[src/design/hxp_pkg.sv]
// Types and constants of the flat-top hex tile pick.
package hxp_pkg;

    localparam int PIX_W      = 11;
    localparam int CTR_W      = 13;
    localparam int COEF_W     = 18;
    localparam int DIFF_W     = 14;
    localparam int PROD_W     = 33;
    localparam int ACC_W      = 36;
    localparam int QR_W       = 11;
    localparam int S_W        = 12;
    localparam int CFG_IDX_W  = 3;
    localparam int CFG_DATA_W = 18;
    localparam int LANES      = 3;
    localparam int PIPE_DEPTH = 7;

    // Lane order of the three cube coordinates
    localparam int LANE_Q = 0;
    localparam int LANE_R = 1;
    localparam int LANE_S = 2;

    // Output ranges
    localparam int QR_MIN = -1024;
    localparam int QR_MAX = 1023;
    localparam int S_MAX  = 2047;

    // Register indexes
    localparam logic [CFG_IDX_W-1:0] REG_CENTER_X = 3'd0;
    localparam logic [CFG_IDX_W-1:0] REG_CENTER_Y = 3'd1;
    localparam logic [CFG_IDX_W-1:0] REG_Q_COEF_X = 3'd2;
    localparam logic [CFG_IDX_W-1:0] REG_R_COEF_X = 3'd3;
    localparam logic [CFG_IDX_W-1:0] REG_R_COEF_Y = 3'd4;

    // Reset values
    localparam logic [CTR_W-1:0]  RST_CENTER_X = 13'd600;
    localparam logic [CTR_W-1:0]  RST_CENTER_Y = 13'd390;
    localparam logic [COEF_W-1:0] RST_Q_COEF_X = 18'd1214;
    localparam logic [COEF_W-1:0] RST_R_COEF_X = 18'd607;
    localparam logic [COEF_W-1:0] RST_R_COEF_Y = 18'd2102;

    typedef struct packed {
        logic [CTR_W-1:0]  center_x_half;
        logic [CTR_W-1:0]  center_y_half;
        logic [COEF_W-1:0] q_coef_x;
        logic [COEF_W-1:0] r_coef_x;
        logic [COEF_W-1:0] r_coef_y;
    } hxp_cfg_t;

endpackage

[src/design/hxp_cfg.sv]
// Configuration register bank of the hex tile pick.
module hxp_cfg
(
    input  logic                              clk,
    input  logic                              rst_n,
    input  logic                              cfg_we,
    input  logic [hxp_pkg::CFG_IDX_W-1:0]     cfg_index,
    input  logic [hxp_pkg::CFG_DATA_W-1:0]    cfg_data,
    output hxp_pkg::hxp_cfg_t                 cfg
);

    hxp_pkg::hxp_cfg_t cfg_reg;
    hxp_pkg::hxp_cfg_t cfg_next;

    // Decode the write; an unknown index leaves every register as it is
    always_comb
    begin
        cfg_next = cfg_reg;
        if (cfg_we)
        begin
            unique case (cfg_index)
                hxp_pkg::REG_CENTER_X:
                    cfg_next.center_x_half = cfg_data[hxp_pkg::CTR_W-1:0];
                hxp_pkg::REG_CENTER_Y:
                    cfg_next.center_y_half = cfg_data[hxp_pkg::CTR_W-1:0];
                hxp_pkg::REG_Q_COEF_X:
                    cfg_next.q_coef_x = cfg_data[hxp_pkg::COEF_W-1:0];
                hxp_pkg::REG_R_COEF_X:
                    cfg_next.r_coef_x = cfg_data[hxp_pkg::COEF_W-1:0];
                hxp_pkg::REG_R_COEF_Y:
                    cfg_next.r_coef_y = cfg_data[hxp_pkg::COEF_W-1:0];
                default:
                    cfg_next = cfg_reg;
            endcase
        end
    end

    always_ff @(posedge clk or negedge rst_n)
    begin
        if (!rst_n)
        begin
            cfg_reg.center_x_half <= hxp_pkg::RST_CENTER_X;
            cfg_reg.center_y_half <= hxp_pkg::RST_CENTER_Y;
            cfg_reg.q_coef_x      <= hxp_pkg::RST_Q_COEF_X;
            cfg_reg.r_coef_x      <= hxp_pkg::RST_R_COEF_X;
            cfg_reg.r_coef_y      <= hxp_pkg::RST_R_COEF_Y;
        end
        else
        begin
            cfg_reg <= cfg_next;
        end
    end

    assign cfg = cfg_reg;

endmodule

[src/design/hxp_map.sv]
// Offset, coefficient multiply and sum stages: pixel to scaled q, r, s.
module hxp_map
(
    input  logic                                   clk,
    input  logic                                   rst_n,
    input  hxp_pkg::hxp_cfg_t                      cfg,
    input  logic                                   in_valid,
    input  logic [hxp_pkg::PIX_W-1:0]              pixel_x,
    input  logic [hxp_pkg::PIX_W-1:0]              pixel_y,
    output logic                                   out_valid,
    output logic signed [hxp_pkg::ACC_W-1:0]       acc [hxp_pkg::LANES]
);

    localparam int DW = hxp_pkg::DIFF_W;
    localparam int PW = hxp_pkg::PROD_W;
    localparam int AW = hxp_pkg::ACC_W;

    logic                 va_reg, vb_reg, vc_reg;
    logic signed [DW-1:0] dxh_reg, dyh_reg;
    logic signed [DW-1:0] dxh_next, dyh_next;
    logic signed [PW-1:0] pq_reg, px_reg, py_reg;
    logic signed [PW-1:0] pq_next, px_next, py_next;
    logic signed [AW-1:0] qa_reg, ra_reg, sa_reg;
    logic signed [AW-1:0] qa_next, ra_next, sa_next;

    // Offset from the centre in half pixels
    always_comb
    begin
        dxh_next = $signed({2'b00, pixel_x, 1'b0}) - $signed({1'b0, cfg.center_x_half});
        dyh_next = $signed({2'b00, pixel_y, 1'b0}) - $signed({1'b0, cfg.center_y_half});
    end

    // Scale by the three coefficients
    always_comb
    begin
        pq_next = $signed({1'b0, cfg.q_coef_x}) * dxh_reg;
        px_next = $signed({1'b0, cfg.r_coef_x}) * dxh_reg;
        py_next = $signed({1'b0, cfg.r_coef_y}) * dyh_reg;
    end

    // Form q, r and s at full precision
    always_comb
    begin
        qa_next = AW'(pq_reg);
        ra_next = AW'(py_reg) - AW'(px_reg);
        sa_next = AW'(px_reg) - AW'(py_reg) - AW'(pq_reg);
    end

    always_ff @(posedge clk or negedge rst_n)
    begin
        if (!rst_n)
        begin
            va_reg <= 1'b0;
            vb_reg <= 1'b0;
            vc_reg <= 1'b0;
        end
        else
        begin
            va_reg <= in_valid;
            vb_reg <= va_reg;
            vc_reg <= vb_reg;
        end
    end

    always_ff @(posedge clk)
    begin
        dxh_reg <= dxh_next;
        dyh_reg <= dyh_next;
        pq_reg  <= pq_next;
        px_reg  <= px_next;
        py_reg  <= py_next;
        qa_reg  <= qa_next;
        ra_reg  <= ra_next;
        sa_reg  <= sa_next;
    end

    assign out_valid                = vc_reg;
    assign acc[hxp_pkg::LANE_Q]     = qa_reg;
    assign acc[hxp_pkg::LANE_R]     = ra_reg;
    assign acc[hxp_pkg::LANE_S]     = sa_reg;

endmodule

[src/design/hxp_round.sv]
// Round half away from zero and rounding error, one lane per coordinate.
module hxp_round
#(
    parameter int SCALE_W = 17
)
(
    input  logic                                   clk,
    input  logic                                   rst_n,
    input  logic                                   in_valid,
    input  logic signed [hxp_pkg::ACC_W-1:0]       acc [hxp_pkg::LANES],
    output logic                                   out_valid,
    output logic        [hxp_pkg::ACC_W-SCALE_W:0] mag [hxp_pkg::LANES],
    output logic                                   neg [hxp_pkg::LANES],
    output logic        [SCALE_W-1:0]              err [hxp_pkg::LANES]
);

    localparam int AW  = hxp_pkg::ACC_W;
    localparam int N_W = AW - SCALE_W + 1;
    localparam logic [AW:0] HALF = (AW + 1)'(1) << (SCALE_W - 1);

    logic vd_reg, ve_reg;

    always_ff @(posedge clk or negedge rst_n)
    begin
        if (!rst_n)
        begin
            vd_reg <= 1'b0;
            ve_reg <= 1'b0;
        end
        else
        begin
            vd_reg <= in_valid;
            ve_reg <= vd_reg;
        end
    end

    for (genvar i = 0; i < hxp_pkg::LANES; i++)
    begin : g_lane
        logic [AW-1:0]      acc_u;
        logic [AW-1:0]      abs_reg, abs_next;
        logic               neg_reg, neg2_reg;
        logic [AW:0]        sum;
        logic [SCALE_W-1:0] frac;
        logic [N_W-1:0]     n_reg, n_next;
        logic [SCALE_W-1:0] err_reg, err_next;

        // Split into sign and magnitude
        always_comb
        begin
            acc_u    = acc[i];
            abs_next = acc[i][AW-1] ? (~acc_u + 1'b1) : acc_u;
        end

        // Add half and drop the fraction; error is distance to the nearest step
        always_comb
        begin
            sum      = {1'b0, abs_reg} + HALF;
            n_next   = sum[AW:SCALE_W];
            frac     = abs_reg[SCALE_W-1:0];
            err_next = frac[SCALE_W-1] ? (~frac + 1'b1) : frac;
        end

        always_ff @(posedge clk)
        begin
            abs_reg  <= abs_next;
            neg_reg  <= acc[i][AW-1];
            n_reg    <= n_next;
            err_reg  <= err_next;
            neg2_reg <= neg_reg;
        end

        assign mag[i] = n_reg;
        assign neg[i] = neg2_reg;
        assign err[i] = err_reg;
    end

    assign out_valid = ve_reg;

endmodule

[src/design/hxp_pick.sv]
// Rebuild the worst-rounded coordinate and saturate to the output ranges.
module hxp_pick
#(
    parameter int SCALE_W = 17
)
(
    input  logic                                   clk,
    input  logic                                   rst_n,
    input  logic                                   in_valid,
    input  logic        [hxp_pkg::ACC_W-SCALE_W:0] mag [hxp_pkg::LANES],
    input  logic                                   neg [hxp_pkg::LANES],
    input  logic        [SCALE_W-1:0]              err [hxp_pkg::LANES],
    output logic                                   out_valid,
    output logic signed [hxp_pkg::QR_W-1:0]        hex_q,
    output logic signed [hxp_pkg::QR_W-1:0]        hex_r,
    output logic signed [hxp_pkg::S_W-1:0]         hex_s
);

    localparam int N_W   = hxp_pkg::ACC_W - SCALE_W + 1;
    localparam int R_W   = N_W + 1;
    localparam int REB_W = R_W + 1;
    localparam int QW    = hxp_pkg::QR_W;
    localparam int SW    = hxp_pkg::S_W;
    localparam logic signed [REB_W-1:0] LO = REB_W'(hxp_pkg::QR_MIN);
    localparam logic signed [REB_W-1:0] HI = REB_W'(hxp_pkg::QR_MAX);
    localparam logic signed [SW:0]      SHI = (SW + 1)'(hxp_pkg::S_MAX);

    logic                    vf_reg, vg_reg;
    logic signed [R_W-1:0]   val [hxp_pkg::LANES];
    logic signed [REB_W-1:0] q_sel_reg, r_sel_reg, q_sel_next, r_sel_next;
    logic signed [REB_W-1:0] q_alt, r_alt;
    logic signed [QW-1:0]    q_clamp, r_clamp;
    logic signed [SW:0]      s_full;
    logic signed [SW-1:0]    s_next;
    logic signed [QW-1:0]    q_out_reg, r_out_reg;
    logic signed [SW-1:0]    s_out_reg;

    // Apply the signs
    for (genvar i = 0; i < hxp_pkg::LANES; i++)
    begin : g_sign
        assign val[i] = neg[i] ? -$signed({1'b0, mag[i]}) : $signed({1'b0, mag[i]});
    end

    // Rebuild the coordinate with the largest error; ties fall to the later one
    always_comb
    begin
        q_alt = -REB_W'(val[hxp_pkg::LANE_R]) - REB_W'(val[hxp_pkg::LANE_S]);
        r_alt = -REB_W'(val[hxp_pkg::LANE_Q]) - REB_W'(val[hxp_pkg::LANE_S]);
        q_sel_next = REB_W'(val[hxp_pkg::LANE_Q]);
        r_sel_next = REB_W'(val[hxp_pkg::LANE_R]);
        if ((err[hxp_pkg::LANE_Q] > err[hxp_pkg::LANE_R]) &&
            (err[hxp_pkg::LANE_Q] > err[hxp_pkg::LANE_S]))
        begin
            q_sel_next = q_alt;
        end
        else if (err[hxp_pkg::LANE_R] > err[hxp_pkg::LANE_S])
        begin
            r_sel_next = r_alt;
        end
    end

    // Saturate q and r, then derive s from the clamped pair
    always_comb
    begin
        if (q_sel_reg < LO)
            q_clamp = QW'(LO);
        else if (q_sel_reg > HI)
            q_clamp = QW'(HI);
        else
            q_clamp = QW'(q_sel_reg);

        if (r_sel_reg < LO)
            r_clamp = QW'(LO);
        else if (r_sel_reg > HI)
            r_clamp = QW'(HI);
        else
            r_clamp = QW'(r_sel_reg);

        s_full = -((SW + 1)'(q_clamp) + (SW + 1)'(r_clamp));
        s_next = (s_full > SHI) ? SW'(SHI) : SW'(s_full);
    end

    always_ff @(posedge clk or negedge rst_n)
    begin
        if (!rst_n)
        begin
            vf_reg <= 1'b0;
            vg_reg <= 1'b0;
        end
        else
        begin
            vf_reg <= in_valid;
            vg_reg <= vf_reg;
        end
    end

    always_ff @(posedge clk)
    begin
        q_sel_reg <= q_sel_next;
        r_sel_reg <= r_sel_next;
        q_out_reg <= q_clamp;
        r_out_reg <= r_clamp;
        s_out_reg <= s_next;
    end

    assign out_valid = vg_reg;
    assign hex_q     = q_out_reg;
    assign hex_r     = r_out_reg;
    assign hex_s     = s_out_reg;

endmodule

[src/design/pixel_to_hex_axial_pick.sv]
// Top level of the flat-top hex tile pick: pixel in, axial/cube tile out.
//
//  channel   direction  handshake             payload
//  pick      in         start (busy low)      pixel_x, pixel_y
//  tile      out        done, one cycle       hex_q, hex_r, hex_s
//  config    in         cfg_we                cfg_index, cfg_data
//
//  A transaction is taken every cycle; busy stays low.
//  The result passes through offset, multiply, sum, magnitude, round,
//  rebuild and saturate, each of which takes one register stage.
//  Reset clears the stage valid bits and loads the register defaults.
//  The receiver cannot stall, so there is no back pressure.
module pixel_to_hex_axial_pick
#(
    parameter int COEF_FRAC_BITS = 16
)
(
    input  logic                                  clk,
    input  logic                                  rst_n,
    input  logic                                  start,
    output logic                                  busy,
    input  logic [hxp_pkg::PIX_W-1:0]             pixel_x,
    input  logic [hxp_pkg::PIX_W-1:0]             pixel_y,
    output logic                                  done,
    output logic signed [hxp_pkg::QR_W-1:0]       hex_q,
    output logic signed [hxp_pkg::QR_W-1:0]       hex_r,
    output logic signed [hxp_pkg::S_W-1:0]        hex_s,
    input  logic                                  cfg_we,
    input  logic [hxp_pkg::CFG_IDX_W-1:0]         cfg_index,
    input  logic [hxp_pkg::CFG_DATA_W-1:0]        cfg_data
);

    localparam int SCALE_W = COEF_FRAC_BITS + 1;
    localparam int N_W     = hxp_pkg::ACC_W - SCALE_W + 1;

    hxp_pkg::hxp_cfg_t cfg;
    logic                              map_valid, rnd_valid;
    logic signed [hxp_pkg::ACC_W-1:0]  acc [hxp_pkg::LANES];
    logic        [N_W-1:0]             mag [hxp_pkg::LANES];
    logic                              neg [hxp_pkg::LANES];
    logic        [SCALE_W-1:0]         err [hxp_pkg::LANES];

    // Pipeline never holds off a transaction
    assign busy = 1'b0;

    hxp_cfg u_cfg
    (
        .clk       (clk),
        .rst_n     (rst_n),
        .cfg_we    (cfg_we),
        .cfg_index (cfg_index),
        .cfg_data  (cfg_data),
        .cfg       (cfg)
    );

    hxp_map u_map
    (
        .clk       (clk),
        .rst_n     (rst_n),
        .cfg       (cfg),
        .in_valid  (start & ~busy),
        .pixel_x   (pixel_x),
        .pixel_y   (pixel_y),
        .out_valid (map_valid),
        .acc       (acc)
    );

    hxp_round #(.SCALE_W(SCALE_W)) u_round
    (
        .clk       (clk),
        .rst_n     (rst_n),
        .in_valid  (map_valid),
        .acc       (acc),
        .out_valid (rnd_valid),
        .mag       (mag),
        .neg       (neg),
        .err       (err)
    );

    hxp_pick #(.SCALE_W(SCALE_W)) u_pick
    (
        .clk       (clk),
        .rst_n     (rst_n),
        .in_valid  (rnd_valid),
        .mag       (mag),
        .neg       (neg),
        .err       (err),
        .out_valid (done),
        .hex_q     (hex_q),
        .hex_r     (hex_r),
        .hex_s     (hex_s)
    );

endmodule

[config.mk]
export PLATFORM = sky130hd
export DESIGN_NAME = pixel_to_hex_axial_pick
export DESIGN_NICKNAME = d
export VERILOG_FILES = /design/src/design/hxp_pkg.sv /design/src/design/hxp_cfg.sv /design/src/design/hxp_map.sv /design/src/design/hxp_round.sv /design/src/design/hxp_pick.sv /design/src/design/pixel_to_hex_axial_pick.sv
export SDC_FILE = /design/constraint.sdc
export NUM_CORES = 2
export LEC_CHECK = 0
export BUFFER_PORTS_ARGS = -buffer_cell sky130_fd_sc_hd__buf_2
export CAP_MARGIN = 20
export CELL_PAD_IN_SITES_DETAIL_PLACEMENT = 0
export CELL_PAD_IN_SITES_GLOBAL_PLACEMENT = 2
export CORE_MARGIN = 4
export CORE_UTILIZATION = 42
export CTS_CLUSTER_SIZE = 12
export DETAILED_ROUTE_END_ITERATION = 10
export PLACE_DENSITY_LB_ADDON = 0.1
export SLEW_MARGIN = 15
export SYNTH_ARGS = -nofsm -noshare
export SYNTH_HDL_FRONTEND = slang
export SYNTH_SLANG_ARGS = --single-unit
[constraint.sdc]
create_clock -name clk -period 7.4 [get_ports clk]
set_input_delay 0 -clock clk [delete_from_list [all_inputs] [get_ports clk]]
set_output_delay 0 -clock clk [all_outputs]
set_load 0.01 [all_outputs]
# Word-level counts from Yosys, hierarchy flattened
# Cells that the tools add are included.
# word_totals
reg_bits	622
in_bits	47
output_inout_bits	36
word_cells	113
# op_classes
n_addsub	23
mul	3
order_cmp	8
eq_ne	4
n_mux	16
n_bitwise	6
n_reduce_logical	7
# op_table
cell	n
$add 36x17->37 const B	3
$add 36x1->36 const B	3
$not 36->36	3
$mux 35	3
$mul 19x14->33	3
$sub 33x33->34	2
$mux 22	3
$mux 21	3
$neg 20->21	3
$add 17x1->17 const B	3
$gt 17x17->1	3
$not 17->17	3
$mux 16	3
$gt 22x11->1 const B	2
$lt 22x11->1 const B	2
$mux 11	4
$neg 21->22	2
$sub 22x21->22	2
$sub 34x33->35	1
$sub 12x13->14	2
$gt 13x12->1 const B	1
$neg 13->13	1
$add 11x11->12	1
$reduce_and 2->1	5
other kinds (5)	6

# Depth between registers and ports, before layout
# logic_depth
depth_word	6
ltp_mapped	25
mapped_depth_nobuf	24

# Modules after synthesis
# A second synthesis with hierarchy kept.
# unflattened
hier_cells	5983
hier_area_um2	56070.0
# modules_own_cells
mod	instances	cells_per_inst	area_per_inst_um2	seq_area_each_um2
hxp_map	1	4041	36393.7	4659.5
hxp_round	1	852	8862.2	4554.4
hxp_pick	1	916	7718.7	1611.5
hxp_cfg	1	172	3084.2	2035.7
pixel_to_hex_axial_pick	1	2	11.3	0.0

# Least setup slack after synthesis
# No wires, ideal clock.
# synth_path
path_type	reg-to-reg
startpoint	register u_cfg.cfg_reg (netlist bit u_cfg.cfg[22])
endpoint	register u_map.px_reg[30]
setup_time_ps	127
arrival_time_ps	6248
required_time_ps	7273
slack_ps	1025
stages_incl_launch_ff	24
n_path_buf	1
period_less_slack_ps	6375
cell_sequence	dfstp_2 > clkbuf_1 > nand2_1 > fa_1 > inv_1 > fa_1 > fa_1 > inv_1 > fa_1 > inv_1 > fa_1 > inv_1 > fa_1 > inv_1 > ha_1 > and4_1 > o2111a_1 > a221oi_1 > a21boi_0 > o31a_1 > a21o_1 > a21oi_1 > o21ai_0 > xor2_1
# synth_between
elab_chain_len	1
# synth_rtl
item	line	rtl
start, declared	hxp_cfg.sv:12	hxp_pkg::hxp_cfg_t cfg_reg;
start signal, assigned	hxp_cfg.sv:50	cfg_reg <= cfg_next;
$mul 19x14->33	hxp_map.sv:37	px_next = $signed({1'b0, cfg.r_coef_x}) * dxh_reg;
via u_map.px_next[30]	hxp_map.sv:22	logic signed [PW-1:0] pq_next, px_next, py_next;
end signal, assigned	hxp_map.sv:70	px_reg <= px_next;
end, declared	hxp_map.sv:21	logic signed [PW-1:0] pq_reg, px_reg, py_reg;
# The timed path passes the listed nets, and every way through them passes these cells.
# A chain may end at the register's enable or synchronous reset.

# Final worst setup path
# layout_path
startpoint	register u_map.dxh_reg[11]
endpoint	register u_map.pq_reg[28]
# layout_between
elab_chain_len	1
# layout_rtl
item	line	rtl
start, declared	hxp_map.sv:19	logic signed [DW-1:0] dxh_reg, dyh_reg;
start signal, assigned	hxp_map.sv:67	dxh_reg <= dxh_next;
$mul 19x14->33	hxp_map.sv:36	pq_next = $signed({1'b0, cfg.q_coef_x}) * dxh_reg;
via u_map.pq_next[28]	hxp_map.sv:22	
end signal, assigned	hxp_map.sv:69	pq_reg <= pq_next;
end, declared	hxp_map.sv:21	
# The timed path passes the listed nets, and every way through them passes these cells.

==> flow_metrics.py <==
metrics = {
    "layout": {
        "drive_above_1_share_pct": 6.98,
        "area_growth_pct": 10.8,
        "largest_register_ff_count": 108,
        "fin_nets": 7176,
        "antenna-diode-count": 0,
    },
    "run": {
        "cap_violations": 0,
    },
    "grt": {
        "grt_max_degree": 58,
        "met3_usage_pct": 3.58,
        "grtUsageMet2_pct": 34.8,
        "grt.overflow.total": 0,
        "grt-busiest-layer": "met2",
        "grt_use_met1_pct": 30.5,
        "grt_pass1_vias": 40100,
        "grt_first_pass_wirelength_mm": 231,
        "grtUsageTotal_pct": 21.7,
        "antenna_found_initial": 2,
    },
    "timing": {
        "slew_viol_final": 0,
        "clock.fmax_mhz": 146,
        "tightest_slew_ps": 1030,
        "min_period_ps": 6830,
        "rsz0062_at_grt": "no",
        "slew-limit-headroom_pct": 31.2,
        "finalHoldViolations": 0,
        "setup_viol": 0,
        "fin_crit_sh_pct": 92.3,
        "fin_setup_tns_ps": 0,
        "skew_ps": 40.4,
    },
    "routing": {
        "vias": 38500,
        "drtIter0Drc": 1913,
        "vias_per_cell": 5.00,
        "wirelength_mm": 145,
        "wl_per_cell_um": 18.8,
        "ant_nets": 0,
        "firstDrtPassIters": 5,
        "drc": 0,
    },
    "setup_path": {
        "path_depth": 21,
        "start_kind": "flop",
        "arrival_ps": 7430,
        "r2r-start": "u_map.dxh_reg[11]",
        "reg2reg_depth": 21,
        "crit_path_end": "u_map.pq_reg[28]",
        "path_cells": "buf_4, nand2_1, fa_1, inv_1, fa_1, inv_1, fa_1, fa_1, fa_1, inv_1, fa_1, ha_1, a21o_1, a21o_1, a2111oi_0, a211oi_1, o22ai_1, o22ai_1, o21a_1, nor2_1, xnor2_1",
        "crit_top_cell": "fa_1",
        "path_delay_family": "adder cells",
        "worstPathMaxFanout": 22,
        "reg2reg_to": "u_map.pq_reg[28]",
        "reg2reg_slack_ps": 570,
        "worstPathRequired_ps": 8000,
        "critPathCaptureType": "flop",
        "critPathMaxStageDelay_ps": 690,
        "slowest_stage": "dfxtp_1",
        "cp-startpoint": "u_map.dxh_reg[11]",
        "path_buf_inv": 4,
        "critPathKind": "reg -> reg",
    },
    "synthesis": {
        "avgSynthCellArea_um2": 9.42,
        "yosys-top-cells-count": "inv_1 (880), nand2_1 (619), fa_1 (609)",
        "ys_seq_area_share_pct": 23.7,
        "synth_cell_types": 83,
        "synth_edf_count": 0,
        "synth_ff_type": "dfxtp_1",
        "synthArstFlopShare_pct": 14.1,
        "synth_top_area_cell": "fa_1",
        "syn_area_mm2": 0.0544,
        "synth_top_area_share_pct": 22.4,
        "syn_inst": 5773,
        "synth.most_common_cell": "inv_1",
        "ys_ff_latch": 619,
        "ys_warn_count": 0,
        "synth_area_leaders": "fa_1 (22%), dfxtp_1 (20%), ha_1 (14%), inv_1 (6.1%), xnor2_1 (5.1%)",
    },
    "floorplan": {
        "start_util_pct": 42.5,
        "ios": 83,
        "core_mm2": 0.128,
        "die_area_mm2": 0.135,
        "die_h_um": 368,
        "die_x_um": 368,
        "std_cell_rows": 131,
    },
    "cts": {
        "clk_latency_ps": 670,
        "clock-sinks": 619,
        "post_cts_buffers": 0,
        "cts_made_buffers": 74,
        "clockBufferDepth": 3,
        "htreeDepth": 3,
        "cts-root-buf": "clkbuf_16",
        "cts_tree": "yes",
        "clk_pin_slew_ps": 60,
    },
    "place": {
        "finalWeightedCongestion": 0.835,
        "port_buffers": 81,
        "dp_hpwl_mm": 119,
    },
    "min_path": {
        "min_from": "cfg_data[15]",
        "hold_path_class": "in -> reg",
        "hold_depth": 3,
    },
    "outcome": {
        "status": "finished clean",
    },
}
## cell families (layout without fill, tap and decap cells)
family	after synthesis	after routing	synth area share, %
AO/OA/AOI/OAI	819	819	9.91
XOR/XNOR	444	444	7.15
adder cells (fa/ha/maj)	1206	1206	36.2
buffers and inverters	1055	1254	7.29
flip-flops	619	619	23.7
multiplexers	92	92	1.84
other	1	7	0.00690
AND/OR/NAND/NOR	1537	1537	14.0
## layout by cell type, fill, tap and decap left out, types with 80 or more instances in the layout
| cell | count |
|---|---|
| a21o_1 | 112 |
| a21oi_1 | 180 |
| and2_1 | 303 |
| buf_2 | 80 |
| dfxtp_1 | 532 |
| dlygate4sd3_1 | 84 |
| fa_1 | 609 |
| ha_1 | 597 |
| inv_1 | 880 |
| nand2_1 | 619 |
| nor2_1 | 186 |
| o21ai_0 | 185 |
| xnor2_1 | 318 |
| xor2_1 | 126 |
## area by class of cell
cell class              instances  area [um^2]
fillers                     12500        67800
clock buffers                 102         2100
repair buffers                243         1850
clock inverters                29          359
flip-flops and latches        619        12900
well taps                    1729         2160
multi-input cells            4105        37600
inverters                     880         3300
## metrics by stage
stage	setup slack (ps)	util (%)	instance area, um^2	hold slack, ps	std cells
after floorplan	1030	-	54400	-296	5779
after global placement	387	44.5	56900	-47.8	7491
after detailed placement	548	44.5	56900	-48.4	7492
after CTS	592	47.0	60200	190	7707
after global routing	62.8	47.0	60200	207	7707
final	566	47.0	60200	230	7707
## routing by layer
metal	part of all wire, %	routed length [um]
met5	0	0
met4	3.0	4330
met3	4.4	6400
met2	45	65000
met1	48	68800
## worst reg2reg max path, delay by kind of cell, from the launching register on
kind            cells  cell delay [ps]
compound gates      7             1920
fa+ha+maj           7             3240
simple gates        2              250
buf+inv             4              540
xor+xnor            1              130
flops               1              690
## timing repair
item	in CTS	in global routing
hold buffers	84	0
gates resized for setup	0	0
endpoints found under the hold margin	181	0
## worst min path at each step
stage / to / slack (ps)
after global placement: u_cfg.cfg[44] / -50
after floorplan: u_cfg.cfg[0] / -300
after detailed placement: u_cfg.cfg[44] / -50
final: u_cfg.cfg[33] / 230
after CTS: u_cfg.cfg[61] / 190
after global routing: u_cfg.cfg[33] / 210
Power is not shown: default switching activity piles up to over one toggle a cycle in this logic, so the estimate is an artifact.
